==> config.mk <==
export PLATFORM = sky130hd
export DESIGN_NAME = xdc_div_cell
export DESIGN_NICKNAME = d
export VERILOG_FILES = /design/src/xdc_div_cell.sv
export SDC_FILE = /design/constraint.sdc
export NUM_CORES = 1
export LEC_CHECK = 0
export ABC_AREA = 1
export BUFFER_PORTS_ARGS = -buffer_cell sky130_fd_sc_hd__buf_4
export CORE_UTILIZATION = 50
export DETAILED_ROUTE_END_ITERATION = 6
export PLACE_DENSITY = 0.82
export SLEW_MARGIN = 20
export SYNTH_ARGS = -nofsm -noshare
export SYNTH_HDL_FRONTEND = slang
export SYNTH_SLANG_ARGS = --single-unit
==> constraint.sdc <==
create_clock -name clk -period 4.05 [get_ports clk]
set_clock_uncertainty 0.2 [all_clocks]
set_input_delay 0.405 -clock clk [delete_from_list [all_inputs] [get_ports clk]]
set_output_delay 0.405 -clock clk [all_outputs]
set_load 0.05 [all_outputs]
==> src/xdc_div_cell.sv <==
// one quotient bit of a restoring divider chain
// no dependencies
`default_nettype none

module xdc_div_cell #(
  parameter int QBIT  = 0,
  parameter int REM_W = 8,
  parameter int DEN_W = 4,
  parameter int Q_W   = 4
) (
  input  wire logic             clk,
  input  wire logic             adv,
  input  wire logic [REM_W-1:0] rem_i,
  input  wire logic [DEN_W-1:0] den_i,
  input  wire logic [Q_W-1:0]   q_i,
  output logic      [REM_W-1:0] rem_o,
  output logic      [Q_W-1:0]   q_o
);

  localparam int CMP_W = (REM_W > DEN_W + QBIT) ? REM_W : DEN_W + QBIT;

  logic [CMP_W-1:0] shifted;
  logic [CMP_W-1:0] rem_x;
  logic             take;

  // compare remainder against the shifted denominator
  always_comb begin
    shifted = CMP_W'(den_i) << QBIT;
    rem_x   = CMP_W'(rem_i);
    take    = rem_x >= shifted;
  end

  // stage registers
  always_ff @(posedge clk) begin
    if (adv) begin
      if (take) begin
        rem_o <= REM_W'(rem_x - shifted);
        q_o   <= q_i | (Q_W'(1) << QBIT);
      end else begin
        rem_o <= rem_i;
        q_o   <= q_i;
      end
    end
  end

endmodule

`default_nettype wire

* After elaboration in Yosys (flattened, before gate mapping)
Index checks and enable logic that the tools add are counted.
Cells by class: $add $sub $neg 1, multipliers 0, divide/modulo/power cells 0, $lt $le $gt $ge 1, equal/unequal tests 0, shifts and indexed selects 0, mux-type cells 1, bitwise gates (word level) 0, reduce and logical (&&, ||, !) cells 0
Operators with widths (number):
- 8-bit by 4-bit greater-or-equal comparator with 1-bit output | 1
- 8-bit 2-to-1 mux | 1
- 8-bit by 4-bit subtractor with 8-bit output | 1
Storage, ports and cells: register bits after elaboration 12, latch bits 0, RAM bits 0, bits in read-only memories 0, input bits 18, output and inout port bits 12, memories kept 0

* Longest topological paths before layout
word-level depth 2, depth in mapped cells 9, gate-level depth less buffers 9

* Worst setup path before layout
OpenSTA, ideal clock, no wires.
kind input-to-reg, from input rem_i[0], to register rem_o[1], data pin, arrival 1519 ps, required time 3595 ps, path slack 2076 ps, stages on the path 8, buffers on the path 1, cell sequence inv_1 -> ha_1 -> fa_1 -> nor2_4 -> nor2_2 -> nand3_2 -> buf_6 -> o21ai_2
On the way: word-level cells in the longest chain between the ends 2, elaborated cells on any way between the ends 3, classes of those cells add/sub: 1; order compare: 1; mux: 1
Ends and longest elaborated chain:
- start: declaration | line 13 | input wire logic [REM_W-1:0] rem_i,
- 8-bit by 4-bit subtractor with 8-bit output or 8-bit by 4-bit greater-or-equal comparator with 1-bit output (tied branches) | line 37, 30
- 8-bit 2-to-1 mux * | line 36 | if (take) begin
- end signal: assignment | line 37 | rem_o <= REM_W'(rem_x - shifted);
- end signal: assignment | line 40 | rem_o <= rem_i;
- end: declaration | line 16 | output logic [REM_W-1:0] rem_o,
Every way passes the cells marked *; elsewhere a longest branch is shown, timed or not. A chain may end at the register's enable or synchronous reset.

* Final worst setup path
from input rem_i[0], to register q_o[0], data pin
On the way: word-level cells in the longest chain between the ends 1
Ends and longest elaborated chain:
- 8-bit by 4-bit greater-or-equal comparator with 1-bit output | line 30 | take = rem_x >= shifted;
- end signal: assignment | line 38 | q_o <= q_i | (Q_W'(1) << QBIT);
- end signal: assignment | line 41 | q_o <= q_i;
- end: declaration | line 17 | output logic [Q_W-1:0] q_o
No other way between the ends.

==> results.json <==
{
  "status": "finished, final reports clean",
  "clk_path_buf_depth": 2,
  "finalSetupViolations": 0,
  "drc": 0,
  "max_freq_ghz": 0.516,
  "fin_area_um2": 1000,
  "h-tree-depth": 1,
  "ant_nets": 0,
  "core_area_um2": 1350,
  "synth_top_cell_area_share_pct": 47.9,
  "wl_per_cell_um": 10.8,
  "hold_start": "q_i[2]",
  "initial_core_util_pct": 55.7,
  "first_global_vias": 565,
  "crit_required_ps": 3870,
  "slew_headroom_pct": 81.7,
  "dp_hpwl_um": 1190,
  "gr-total-overflow": 0,
  "hold_buffers": 0,
  "cts_buffers": 3,
  "crit_type": "in -> reg",
  "dpl_worst_slack_ps": 1820,
  "port_buffers": 29,
  "hold_path_class": "in -> reg",
  "yosys.cell_types.count": 20,
  "routed_via_density": 5.02,
  "power.density_nw_per_um2": 358,
  "hold_violations": 0,
  "gp_congestion": 0.756,
  "layout_commonest_cell": "buf_4",
  "ys_warn_count": 0,
  "final_util_pct": 74.3,
  "rsz0062_at_grt": "false",
  "irDropWorstVdd_mv": 0.171,
  "die_w_um": 40.8,
  "grt_pass1_wl_um": 2190,
  "path_max_fanout": 12,
  "area_growth_pct": 33.4,
  "first_pass_iters": 4,
  "layout_min_cycle_time_ps": 1940,
  "drive_gt1_share_pct": 40.5,
  "track_usage_pct": 20.4,
  "grt_max_degree": 13,
  "critPathArrivalTime_ps": 1760,
  "max_slew.worst_pin.slew_ps": 275,
  "ys_seq_area_share_pct": 47.9,
  "fin_crit_sh_pct": 47.9,
  "dieArea_um2": 1660,
  "slew_viol_final": 0,
  "ys_top_cells_by_area": "edfxtp_1, inv_1, ha_1",
  "syn-num-nets": 102,
  "ios": 30,
  "critPathLaunchType": "primary input",
  "cts_tree": "yes",
  "endpoint_kind": "flip-flop",
  "synth.ff_latch_count": 12,
  "p_leak_nw": 0.508,
  "clock-sinks": 12,
  "syn_inst": 79,
  "drt-initial-drc-count": 11,
  "clkTransAtPathRegs_ps": 70,
  "layout.nets": 135,
  "synth_area_per_cell_um2": 9.52,
  "grt_antenna_before_repair": 0,
  "fp.dieH_um": 40.8,
  "vias": 632,
  "clock-root-buffer": "clkbuf_4",
  "synth_top_cell_by_area": "edfxtp_1",
  "synth_area_um2": 752,
  "maxCapViolations": 0,
  "ctsResizeCount": 0,
  "layout_common_cells": "buf_4, inv_1, nand2_1, edfxtp_1, nand3_1",
  "worstHoldEndpoint": "q_o[2]",
  "final.setup.tns_ps": 0,
  "hold_depth": 1,
  "fin_ws_ps": 2110,
  "insertedDiodeCount": 0,
  "row_count": 13,
  "wl_um": 1360,
  "post-cts-setup-buffer-count": 0,
  "dpl_cell_area_um2": 977
}
stage by stage:
step | hold slack (ps) | total power, mW | std cells
after floorplan | 304 | 0.248 | 79
after detailed placement | 384 | 0.290 | 122
after CTS | 112 | 0.360 | 126
after global routing | 99.2 | 0.379 | 126
final | 111 | 0.359 | 126
after global placement | 387 | 0.287 | 122
registers in the layout, summed over array words and instances (netlist names):
| signal | flops |
|---|---|
| q_o | 4 |
| rem_o | 8 |
layer usage:
layer	part of all wire (%)	GRT usage, %	vias to the layer above
met5	0	0	-
met2	51	37.1	30
met3	6.7	4.35	6
met1	38	20.8	279
met4	3.7	12.5	0
li1	-	-	317
worst max path at each step:
| stage | from | to | depth (start not counted) |
|---|---|---|---|
| after detailed placement | rem_i[0] | q_o[0] | 8 |
| after global routing | rem_i[0] | q_o[0] | 8 |
| after global placement | rem_i[0] | q_o[0] | 8 |
| final | rem_i[0] | q_o[0] | 8 |
| after CTS | rem_i[0] | q_o[0] | 8 |
| after floorplan | rem_i[0] | rem_o[1] | 8 |
report_power, final:
part,switching (mW),internal (mW)
sequential,0.00341,0.153
clock,0.0364,0.0357
combinational,0.0849,0.0456
total,0.125,0.234
worst max-delay path, cell delays in order:
cell and delay [ps]:
buf_4 110, inv_1 80, ha_1 180, fa_1 260
nor2_4 60, nor2_2 130, nand3_2 250, or2_1 290
logic make-up after synthesis:
logic type | count (synthesis) | share of synthesized area [%]
AND/OR/NAND/NOR | 33 | 22.6
buffers and inverters | 19 | 10.5
flip-flops | 12 | 47.9
AO/OA/AOI/OAI | 8 | 7.32
adder cells (fa/ha/maj) | 5 | 9.32
XOR/XNOR | 2 | 2.33
cell usage after synthesis:
| library cell | count |
|---|---|
| a21oi_1 | 3 |
| buf_6 | 1 |
| edfxtp_1 | 12 |
| fa_1 | 1 |
| ha_1 | 4 |
| inv_1 | 18 |
| nand2_1 | 12 |
| nand2_2 | 4 |
| nand3_1 | 6 |
| nand3_2 | 1 |
| nand4_1 | 1 |
| nor2_1 | 2 |
| nor2_2 | 3 |
| nor2_4 | 1 |
| nor3_1 | 2 |
| o21ai_0 | 1 |
| o21ai_2 | 4 |
| or2_1 | 1 |
| xnor2_1 | 1 |
| xor2_1 | 1 |
area by class of cell:
class / instances / area [um^2]
multi-input combinational: 48 / 313
sequential: 12 / 360
tap: 15 / 18.8
inverter: 18 / 67.6
clock buffer: 3 / 22.5
clock inverter: 1 / 3.75
timing repair buffer: 29 / 218
fill: 102 / 347
No activity file was read; power rests on OpenSTA's default activity.
