**config.mk**
```make
export PLATFORM = sky130hd
export DESIGN_NAME = xdc_sqrt_cell
export DESIGN_NICKNAME = d
export VERILOG_FILES = /design/src/xdc_pkg.sv /design/src/xdc_sqrt_cell.sv
export SDC_FILE = /design/constraint.sdc
export NUM_CORES = 1
export LEC_CHECK = 0
export BUFFER_PORTS_ARGS = -buffer_cell sky130_fd_sc_hd__buf_2
export CORE_MARGIN = 3
export CORE_UTILIZATION = 35
export DETAILED_ROUTE_END_ITERATION = 16
export REMOVE_ABC_BUFFERS = 1
export SETUP_SLACK_MARGIN = 0.5
export SLEW_MARGIN = 10
export SYNTH_ARGS = -nofsm -noshare
export SYNTH_HDL_FRONTEND = slang
export SYNTH_SLANG_ARGS = --single-unit
```
**constraint.sdc**
```tcl
create_clock -name clk -period 4.6 [get_ports clk]
set_input_delay 0.92 -clock clk [delete_from_list [all_inputs] [get_ports clk]]
set_output_delay 0.92 -clock clk [all_outputs]
set_load 0.01 [all_outputs]
```
**src/xdc_pkg.sv**
```systemverilog
// shared types, constants and helpers of the distance constraint solver
// no dependencies
`default_nettype none

package xdc_pkg;

  localparam int D_W     = 33;   // exact position difference
  localparam int LEN2_W  = 66;   // squared length, Q32.32
  localparam int ROOT_W  = 34;   // length, Q16.16
  localparam int DEN_W   = 34;   // divider denominators
  localparam int DLREM_W = 66;   // multiplier step dividend
  localparam int DLQ_W   = 33;   // multiplier step quotient bits
  localparam int NREM_W  = 49;   // direction dividend
  localparam int NQ_W    = 17;   // direction quotient bits
  localparam int MAG_W   = 50;   // magnitude fed to saturation

  localparam logic [LEN2_W-1:0] LEN2_EPS = 66'd43;

  // configuration register indexes
  localparam int CFG_IDX_W = 1;
  localparam logic [CFG_IDX_W-1:0] CFG_COMPLIANCE_ON = 1'd0;
  localparam logic [CFG_IDX_W-1:0] CFG_ALPHA         = 1'd1;

  // payload carried alongside the arithmetic
  typedef struct packed {
    logic [15:0]        eid;
    logic signed [32:0] dx;
    logic signed [32:0] dy;
    logic signed [32:0] dz;
    logic [30:0]        wi;
    logic [30:0]        wj;
    logic [30:0]        rest;
    logic signed [31:0] lam;
    logic               skip;
  } xdc_side_t;

  // payload carried through the divider chain
  typedef struct packed {
    xdc_side_t          side;
    logic [DEN_W-1:0]   len;
    logic [DEN_W-1:0]   den;
    logic               ovf;
    logic               dneg;
  } xdc_dv_t;

  // magnitude of a difference
  function automatic logic [D_W-1:0] mag33(input logic signed [D_W-1:0] v);
    logic [D_W-1:0] r;
    if (v[D_W-1]) r = D_W'(-v);
    else r = D_W'(v);
    return r;
  endfunction

  // sign and magnitude to saturated signed 32 bit
  function automatic logic signed [31:0] sat_mag(input logic neg,
                                                 input logic [MAG_W-1:0] m);
    logic signed [31:0] r;
    if (neg) begin
      if (m > 50'h0_8000_0000) r = 32'sh8000_0000;
      else r = -$signed(m[31:0]);
    end else begin
      if (m > 50'h0_7FFF_FFFF) r = 32'sh7FFF_FFFF;
      else r = $signed(m[31:0]);
    end
    return r;
  endfunction

endpackage

`default_nettype wire

```
**src/xdc_sqrt_cell.sv**
```systemverilog
// one bit of the restoring square root chain
// depends on xdc_pkg
`default_nettype none

module xdc_sqrt_cell #(
  parameter int BIT = 0
) (
  input  wire logic                       clk,
  input  wire logic                       adv,
  input  wire logic [xdc_pkg::LEN2_W-1:0] rem_i,
  input  wire logic [xdc_pkg::ROOT_W-1:0] root_i,
  output logic      [xdc_pkg::LEN2_W-1:0] rem_o,
  output logic      [xdc_pkg::ROOT_W-1:0] root_o
);
  import xdc_pkg::*;

  localparam int TW = LEN2_W + 2;

  logic [TW-1:0] trial;
  logic [TW-1:0] rem_x;
  logic          take;

  // (r + 2^b)^2 - r^2 = r*2^(b+1) + 2^(2b)
  always_comb begin
    trial = (TW'(root_i) << (BIT + 1)) | (TW'(1) << (2 * BIT));
    rem_x = TW'(rem_i);
    take  = rem_x >= trial;
  end

  // stage registers
  always_ff @(posedge clk) begin
    if (adv) begin
      if (take) begin
        rem_o  <= LEN2_W'(rem_x - trial);
        root_o <= root_i | (ROOT_W'(1) << BIT);
      end else begin
        rem_o  <= rem_i;
        root_o <= root_i;
      end
    end
  end

endmodule

`default_nettype wire

```
# After elaboration in Yosys (flattened, before gate mapping)
# Index checks and enable logic that the tools add are counted.
# word_totals
ff_bits	100
latchBits	0
ramBits	0
mem_bits_ro	0
input_bits	102
elab_cells	6
memories	0
# op_classes
addsub	1
multipliers	0
div	0
magnitude_cmp	1
eq_ne	0
shift	0
n_mux	1
bitwise	0
n_reduce_logical	0
# op_table
operator	n
$ge A66 B35 Y1	1
$mux W66	1
$sub A66 B35 Y66	1

# Longest topological paths before layout
# Gate-level depths: netlist (run 1).
# depth
depth_word	2
mapped_depth	14

# Worst setup path before layout (run 1)
# OpenSTA, ideal clock, no wires.
# synth_timing
kind	in2reg
from	input port root_i[2] in the netlist's numbering
to	register rem_o[45] in the netlist's numbering, data pin
setup_time_ns	0.271
arrival_ns	3.321
setup_slack_ns	1.007
cell_stages	11
n_path_buf	0
cell_sequence	inv_1 > ha_1 > a21oi_1 > o211ai_1 > a221oi_1 > o21ai_0 > a31oi_1 > a2bb2oi_1 > nand3b_2 > nor4_1 > xor2_1
# synth_via
elab_chain_len	2
elab_cells_between_ends	3
cone_classes	1 x add/sub; 1 x order compare; 1 x mux
# synth_lines
item	line_no	rtl
start: declaration	xdc_sqrt_cell.sv:11	input wire logic [xdc_pkg::ROOT_W-1:0] root_i,
$sub A66 B35 Y66 or $ge A66 B35 Y1 (tied branches)	xdc_sqrt_cell.sv:34, xdc_sqrt_cell.sv:27	
$mux W66 *	xdc_sqrt_cell.sv:33	if (take) begin
end signal: assignment	xdc_sqrt_cell.sv:34	rem_o <= LEN2_W'(rem_x - trial);
end signal: assignment	xdc_sqrt_cell.sv:37	rem_o <= rem_i;
end: declaration	xdc_sqrt_cell.sv:12	output logic [xdc_pkg::LEN2_W-1:0] rem_o,
# Every way passes the cells marked *; elsewhere a longest branch is shown, timed or not.
# A chain may end at the register's enable or synchronous reset.

# Worst setup path in the final report (run 1)
# layout_timing
from	input port rem_i[3] in the netlist's numbering
to	register rem_o[61] in the netlist's numbering, data pin
# layout_via
elab_chain_len	2
elab_cells_between_ends	3
cone_classes	1 x add/sub; 1 x order compare; 1 x mux
# layout_lines
item	line_no	rtl
start: declaration	xdc_sqrt_cell.sv:10	input wire logic [xdc_pkg::LEN2_W-1:0] rem_i,
$sub A66 B35 Y66 or $ge A66 B35 Y1 (tied branches)	xdc_sqrt_cell.sv:34, xdc_sqrt_cell.sv:27	
$mux W66 *	xdc_sqrt_cell.sv:33	
# Marked as above.

==> results of run 1 <==
-- sequential cells by signal, summed over array words and instances, names as in the netlist --
signal,flops
root_o,34
rem_o,66
-- cell families after synthesis --
family | synth area share, %
AND/OR/NAND/NOR | 19.2
AO/OA/AOI/OAI | 15.1
flip-flops | 45.4
buffers and inverters | 4.98
XOR/XNOR | 8.21
adder cells (fa/ha/maj) | 6.93
multiplexers | 0.151
-- final cells by class --
cell class	count	share of cell area, %
Clock buffer	9	2.75
Clock inverter	7	0.841
Inverter	50	2.29
Multi-Input combinational cell	507	40.2
Sequential cell	100	36.7
Tap cell	229	3.50
Timing Repair Buffer	216	13.7
-- cells in the mapped netlist, types with 3 or more instances --
master       n
nand2b_1     6
or3_1        8
nor4_1      21
o21bai_1     6
nor3_1      17
nor2_1      64
or4_1        3
xor2_1      23
nor2b_1      4
and2_1       4
nand3_1     14
nor4_2       3
a21boi_0     3
nand4_1     18
and3_1       6
a21oi_1     69
a221oi_1     3
o21a_1       4
nor3b_1      3
a2111oi_0    4
clkbuf_1    12
edfxtp_1   100
inv_1       50
ha_1        35
and4_1       3
buf_2       10
a211oi_1     5
nand2_1     60
o21ai_0     26
a31oi_1      4
xnor2_1     39
o21ai_2      6
o211ai_1     5
a21o_1      13
-- worst paths after layout --
path	slack, ns	endpoint	depth (start not counted)	startpoint
worst min-delay path	0.75	root_o[32]$_DFFE_PP_	1	root_i[32]
worst max-delay path	0.70	rem_o[61]$_DFFE_PP_	11	rem_i[3]
-- critical path, cell delays in order --
cell and delay [ns]:
buf_2 0.11, ha_1 0.36, a21oi_1 0.20, o211ai_1 0.14, a221oi_1 0.41, o21ai_0 0.27
a31oi_1 0.32, a2bb2oi_1 0.46, nand3b_2 0.30, nor4_1 0.41, xor2_1 0.10
-- per-layer routing --
metal	part of all wire, %	vias to the layer above
met4	1.0	0
met2	46	214
met1	45	2719
met5	0	-
met3	7.7	13
li1	-	2911
-- report_power, final --
group / total [uW] / internal, uW / switching (uW) / leakage [uW]
clock network: 775 / 384 / 390 / 0.000140
logic: 672 / 273 / 399 / 0.00234
registers: 1150 / 1130 / 24.1 / 0.000979
-- metrics by stage --
| step | cell area (sq um) | TNS (ns) | instances | util (%) | setup slack, ns |
|---|---|---|---|---|---|
| floorplan | 6470 | -13.16 | 657 | - | -0.722 |
| global placement | 7890 | 0 | 1102 | 43.2 | 0.425 |
| detailed placement | 7890 | 0 | 1102 | 43.2 | 0.380 |
| CTS | 8180 | 0 | 1118 | 44.8 | 0.752 |
| global route | 8180 | 0 | 1118 | 44.8 | 0.501 |
| finish | 8180 | 0 | 1118 | 44.8 | 0.698 |
==> impl_metrics.toml, run 1 <==
[timing]
rsz0062_at_grt = "false"
fin_hold_ws_ns = 0.746
min_period_over_period_pct = 84.8
fmax_ghz = 0.256
relSlewSlack_pct = 40.7
finalHoldViolations = 0
drv_slew = 0
setup_viol = 0
worst_pin_slew_ns = 0.867
period_minus_slack_ns = 3.90

[power_and_ir_drop]
peakVddDrop_mv = 0.173
powerDensity_nw_per_um2 = 318
leakage_uw = 0.00345
p_total_uw = 2600

[synthesis]
yosysTopAreaCell = "edfxtp_1"
syn-cell-area_sq_um = 6610
ys_ff_latch = 100
ys.flop_type = "edfxtp_1"
netlist_instances = 682
synth_cell_types = 62
ys_warn_count = 0
netlist_top_cells_area = "edfxtp_1, ha_1, a21oi_1"
syn_avg_cell_area_sq_um = 9.69
yosysTopAreaCellShare_pct = 45.4
synth_seq_area_share_pct = 45.4
synth_edf_count = 100
async_reset_ff_share_pct = 0

[grt]
grt.busiest_layer = "met2"
grt_pass1_wl_mm = 30.0
grt_use_met1_pct = 24.6
use_met3_pct = 4.56
grt_overflow_total = 0
grt_usage_pct = 18.4
antenna_found_initial = 0
grt_max_degree = 38
grt_pass1_vias = 5810
gr-usage-met2_pct = 30.0

[clock_network]
cts_hold_buf = 0
cts_num_sinks = 100
cts-root-buf = "clkbuf_16"
cts_tree = "yes"
clockBufferDepth = 2
htreeDepth = 3
cts_setup_buffers = 0
cts_resized = 0
worst_setup_hold_path_clk_slew_ns = 0.08
numCtsBuffers = 9

[setup_path]
arrival_ns = 4.00
cp-end-kind = "register"
critPathKind = "primary input to register"
worst_ep_required_time_ns = 4.70
critPathMaxFanout = 9
crit_path_start_kind = "primary input"

[routing]
viasPerCell = 5.24
routed_wl_mm = 19.3
dr.pass1.iters = 5
vias = 5857
final_antenna_net_count = 0
drt-wirelength-per-cell_um = 17.3
drt_iter0_drc = 501
drcViolationCount = 0

[cells_and_area]
regArea_sq_um = 3000
n_antenna_cell = 0
mostFrequentLayoutCell = "buf_2"
nets = 1022
fillers = 1855
layout_common_cells = "buf_2, edfxtp_1, a21oi_1, nor2_1, nand2_1"
drive_gt1_share_pct = 28.1
multiInputGateArea_sq_um = 3290
area_growth_pct = 23.7

[floorplan]
die_area_sq_um = 20600
start_util_pct = 36.2
core_area_sq_um = 18300
die_h_um = 143
fp-row-count = 49
dieWidth_um = 143
io_pins = 202

[place]
port_buffers = 201
place_hpwl_mm = 15.2
routabilityCongestion = 0.902

[status]
status = "finished, final reports clean"

[worst_hold_path]
min_path_type = "primary input to register"

[flow_run]
drv_cap = 0
Power figures use the tool's default switching activity.
==> run 2: changes to the inputs <==
==> constraint.sdc (replaced) <==
create_clock -name clk -period 3.5 [get_ports clk]
set_input_delay 0.7 -clock clk [delete_from_list [all_inputs] [get_ports clk]]
set_output_delay 0.7 -clock clk [all_outputs]
set_load 0.01 [all_outputs]
==> impl_metrics.toml, run 2 (synthesis results as in run 1) <==
[floorplan]
die_h_um = 143
start_util_pct = 36.2
dieWidth_um = 143
die_area_sq_um = 20600
io_pins = 202
fp-row-count = 49
core_area_sq_um = 18300

[routing]
routed_wl_mm = 22.2
wl_met2_mm = 10.7
viasPerCell = 5.22
dr.pass1.iters = 5
final_antenna_net_count = 0
top_layer = "met4"
wl_met1_mm = 9.78
drcViolationCount = 0
route.met3.wl_mm = 1.24
drt_iter0_drc = 408
drt-wirelength-per-cell_um = 17.3
vias = 6697

[clock_network]
cts_hold_buf = 0
cts_num_sinks = 100
cts-root-buf = "clkbuf_16"
worst_setup_hold_path_clk_slew_ns = 0.07
htreeDepth = 3
numCtsBuffers = 9
clockBufferDepth = 2
cts_tree = "yes"

[cells_and_area]
mostFrequentLayoutCell = "buf_2"
largest_register = "rem_o"
nets = 1185
area_growth_pct = 60.4
reg_top3 = "rem_o: 66 flops, root_o: 34 flops"
fillers = 1545
design_area_sq_um = 10600
drive_gt1_share_pct = 50.4
largest_reg_flops = 66
layout_common_cells = "buf_2, buf_4, edfxtp_1, a21oi_1, nor2_1"

[setup_path]
slowest_stage = "or3b_4"
crit_family = "compound AO/OA/AOI/OAI gates"
crit_buf_inv = 4
crit_path_start_kind = "primary input"
slowest_delay_ns = 0.44
critPathMaxFanout = 5
arrival_ns = 3.21
critPathKind = "primary input to register"
cp-end-kind = "register"
worst_ep_required_time_ns = 3.60
crit_chain = "buf_2 > inv_1 > ha_4 > nor2b_2 > o211ai_1 > buf_4 > a21oi_1 > o21ai_1 > or3b_4 > nand2_2 > o311a_4 > buf_12 > nand4_1 > xnor2_1"

[timing]
fin_hold_ws_ns = 0.519
relSlewSlack_pct = 58.5
worst_pin_slew_ns = 0.616
setup_ws_ns = 0.387
drv_slew = 0
period_minus_slack_ns = 3.11
fmax_ghz = 0.321
setup_viol = 0
finalHoldViolations = 0
rsz0062_at_grt = "true"
min_period_over_period_pct = 88.9

[power_and_ir_drop]
powerDensity_nw_per_um2 = 364
p_total_uw = 3860
peakVddDrop_mv = 0.225
leakage_uw = 0.00451

[grt]
grt_pass1_wl_mm = 33.3
grt_pass1_vias = 6623
grt_overflow_total = 0
grt_usage_pct = 20.2
grt_max_degree = 65
antenna_found_initial = 0

[worst_hold_path]
min_path_type = "primary input to register"

[place]
dpl_cell_area_sq_um = 8890
place_hpwl_mm = 16.4
port_buffers = 201
routabilityCongestion = 0.903
place_ws_ns = -0.314

[flow_run]
drv_cap = 0

[status]
status = "finished, final reports clean"
==> run 2: cell count changes in the layout (fill, tap and decap cells not counted), moves of 11 or more <==
cell | previous run | this run
buf_2 | 200 | 185
buf_4 | 16 | 156
buf_6 | 0 | 27
ha_1 | 35 | 14
ha_4 | 0 | 19
inv_1 | 50 | 37
inv_2 | 0 | 11
nor4_1 | 21 | 8
nor4_4 | 1 | 13
o21ai_0 | 26 | 15
==> run 2: power breakdown <==
part	switching, uW	total [uW]	internal [uW]
combinational	652	1240	589
clock	478	1110	633
sequential	31.2	1510	1480
total	1160	3860	2700
==> run 2: metal layers <==
layer	vias to the layer above	track usage (%)
li1	3240	-
met1	3191	26.8
met2	237	33.9
met3	29	3.36
met4	0	6.39
met5	-	0
==> run 2: path summary, 6_finish.rpt <==
| kind | start | endpoint | depth (start not counted) |
|---|---|---|---|
| worst max-delay path | root_i[1] | rem_o[60]$_DFFE_PP_ | 14 |
| worst min-delay path | root_i[6] | root_o[6]$_DFFE_PP_ | 1 |
==> run 2: cell type report <==
class / instances / area (sq um) / area share [%]
timing repair buffer: 379 / 2620 / 24.7
multi-input combinational: 507 / 4180 / 39.4
antenna: 1 / 2.50 / 0.0236
tap: 229 / 287 / 2.70
sequential: 100 / 3000 / 28.3
clock buffer: 9 / 225 / 2.12
clock inverter: 7 / 96.3 / 0.909
inverter: 50 / 193 / 1.82
==> run 2: what timing repair did <==
item / in CTS / in global routing
buffers inserted: 7 / 22
gates cloned: 1 / 2
resized for setup: 120 / 95
pin swaps: 37 / 47
setup endpoints to repair: 67 / 64
==> run 2: per-stage QoR <==
stage / util, % / setup TNS, ns / instances
6_report: 58.0 / 0 / 1282
5_1_grt: 58.0 / 0 / 1281
4_1_cts: 54.2 / 0 / 1257
3_5_place_dp: 48.7 / -5.80 / 1233
3_3_place_gp: 48.7 / -3.74 / 1233
2_1_floorplan: - / -55.70 / 657
==> run 3: changes to the inputs <==
--- a/config.mk
+++ b/config.mk
@@ -7,8 +7,9 @@
 export LEC_CHECK = 0
 export BUFFER_PORTS_ARGS = -buffer_cell sky130_fd_sc_hd__buf_2
 export CORE_MARGIN = 3
-export CORE_UTILIZATION = 35
+export CORE_UTILIZATION = 47
 export DETAILED_ROUTE_END_ITERATION = 16
+export PLACE_DENSITY = 0.77
 export REMOVE_ABC_BUFFERS = 1
 export SETUP_SLACK_MARGIN = 0.5
 export SLEW_MARGIN = 10
==> impl_metrics.toml, run 3 (synthesis results as in run 1) <==
[status]
status = "finished, final reports clean"

[power_and_ir_drop]
netSwitchingFraction_pct = 30.4
p_total_uw = 3960
peakVddDrop_mv = 0.277
p_clk_share_pct = 29.4
leakage_uw = 0.00455
p_int_uw = 2760
comb_power_share_pct = 32.3
seq_power_share_pct = 38.3
power.switching_uw = 1210
powerDensity_nw_per_um2 = 372

[timing]
finalHoldViolations = 0
relSlewSlack_pct = 39.6
setup_viol = 0
period_minus_slack_ns = 3.29
worst_pin_slew_ns = 0.897
min_period_over_period_pct = 94.0
drv_slew = 0
fmax_ghz = 0.304
rsz0062_at_grt = "true"

[routing]
dr.pass1.iters = 5
routed_wl_mm = 25.9
viasPerCell = 6.02
final_antenna_net_count = 0
vias = 7389
drt-wirelength-per-cell_um = 21.1
drcViolationCount = 0
drt_iter0_drc = 937

[setup_path]
crit_path_start_kind = "primary input"
crit_top_cell = "buf_4"
crit_chain = "buf_2 > nor4_1 > buf_4 > nand4_1 > or4b_4 > a31o_4 > nor4_4 > buf_4 > nor2_4 > buf_12 > buf_4 > clkbuf_16 > nor2_2 > a21oi_1"
arrival_ns = 3.40
slowest_stage = "or4b_4"
crit_buf_inv = 6
slowest_delay_ns = 0.59
worst_ep_required_time_ns = 3.61
timing.critical_path.to = "rem_o[11]$_DFFE_PP_"
critPathMaxFanout = 6
crit_family = "simple AND/OR/NAND/NOR gates"
cp.depth = 14
crit_start = "rem_i[46]"
critPathKind = "primary input to register"
cp-end-kind = "register"

[floorplan]
die_h_um = 125
fp-row-count = 42
start_util_pct = 49.0
core_area_sq_um = 13500
die_area_sq_um = 15500
io_pins = 202
dieWidth_um = 125

[clock_network]
cts_tree = "yes"
cts-root-buf = "clkbuf_16"
cts_hold_buf = 0
numCtsBuffers = 9
cts_num_sinks = 100
htreeDepth = 3
worst_setup_hold_path_clk_slew_ns = 0.08
clockBufferDepth = 2

[grt]
grt_max_degree = 64
grt_overflow_total = 0
grt_usage_pct = 27.9
grt_pass1_vias = 6909
antenna_found_initial = 2
grt_pass1_wl_mm = 35.1

[cells_and_area]
largest_reg_flops = 66
fillers = 780
nets = 1182
area_growth_pct = 61.2
largest_register = "rem_o"
multiInputGateArea_sq_um = 4300
layout_common_cells = "buf_2, buf_4, edfxtp_1, a21oi_1"
regArea_sq_um = 3000
reg_top3 = "rem_o: 66 flops, root_o: 34 flops"
mostFrequentLayoutCell = "buf_2"
final_util_pct = 78.9
drive_gt1_share_pct = 51.1

[worst_hold_path]
min_path_type = "primary input to register"

[flow_run]
drv_cap = 0

[place]
place_hpwl_mm = 15.8
port_buffers = 201
routabilityCongestion = 0.922
[run 3: routing by layer]
| layer | vias to the layer above | global-route usage, % | routed length (um) |
|---|---|---|---|
| met3 | 122 | 4.89 | 2320 |
| met5 | - | 0 | 0 |
| met2 | 549 | 47.4 | 12400 |
| li1 | 3252 | - | - |
| met1 | 3466 | 34.7 | 9630 |
| met4 | 0 | 12.8 | 1520 |
[run 3: power groups by stage]
stage	sequential (uW)	combinational, uW	clock (uW)
floorplan	1620	432	0
global placement	1540	996	0
detailed placement	1540	1010	0
CTS	1520	1130	1160
global route	1530	1360	1220
finish	1520	1280	1160
[run 3: stage by stage]
step / cells / TNS [ns] / hold WS [ns] / instance area [sq um] / setup WS [ns]
2_1_floorplan: 657 / -55.70 / 0.799 / 6470 / -1.60
3_3_place_gp: 1169 / -3.81 / 0.891 / 8730 / -0.294
3_5_place_dp: 1169 / -5.72 / 0.894 / 8730 / -0.319
4_1_cts: 1201 / 0 / 0.503 / 9880 / 0.423
5_1_grt: 1227 / 0 / 0.503 / 10700 / 0.183
6_report: 1227 / 0 / 0.513 / 10700 / 0.211
[run 3: repair_timing]
action	4_1_cts	5_1_grt
endpoints found under the setup margin	67	67
pin swaps	40	65
buffers inserted	13	20
gates resized for setup	124	116
gates cloned	3	4
[run 3: worst min path at each step]
| stage | from | endpoint | slack, ns | cells past startpoint |
|---|---|---|---|---|
| 6_report | root_i[7] | root_o[7]$_DFFE_PP_ | 0.51 | 1 |
| 4_1_cts | root_i[7] | root_o[7]$_DFFE_PP_ | 0.50 | 1 |
| 5_1_grt | root_i[7] | root_o[7]$_DFFE_PP_ | 0.50 | 1 |
| 3_5_place_dp | root_i[7] | root_o[7]$_DFFE_PP_ | 0.89 | 1 |
| 2_1_floorplan | root_i[10] | root_o[10]$_DFFE_PP_ | 0.80 | 0 |
| 3_3_place_gp | root_i[14] | root_o[14]$_DFFE_PP_ | 0.89 | 1 |
[run 3: final cells by class]
type / instances / area share [%]
antenna: 2 / 0.0470
multi-input combinational: 510 / 40.3
sequential: 100 / 28.2
tap: 176 / 2.07
timing repair buffer: 373 / 24.3
inverter: 50 / 1.85
clock buffer: 9 / 2.11
clock inverter: 7 / 1.08
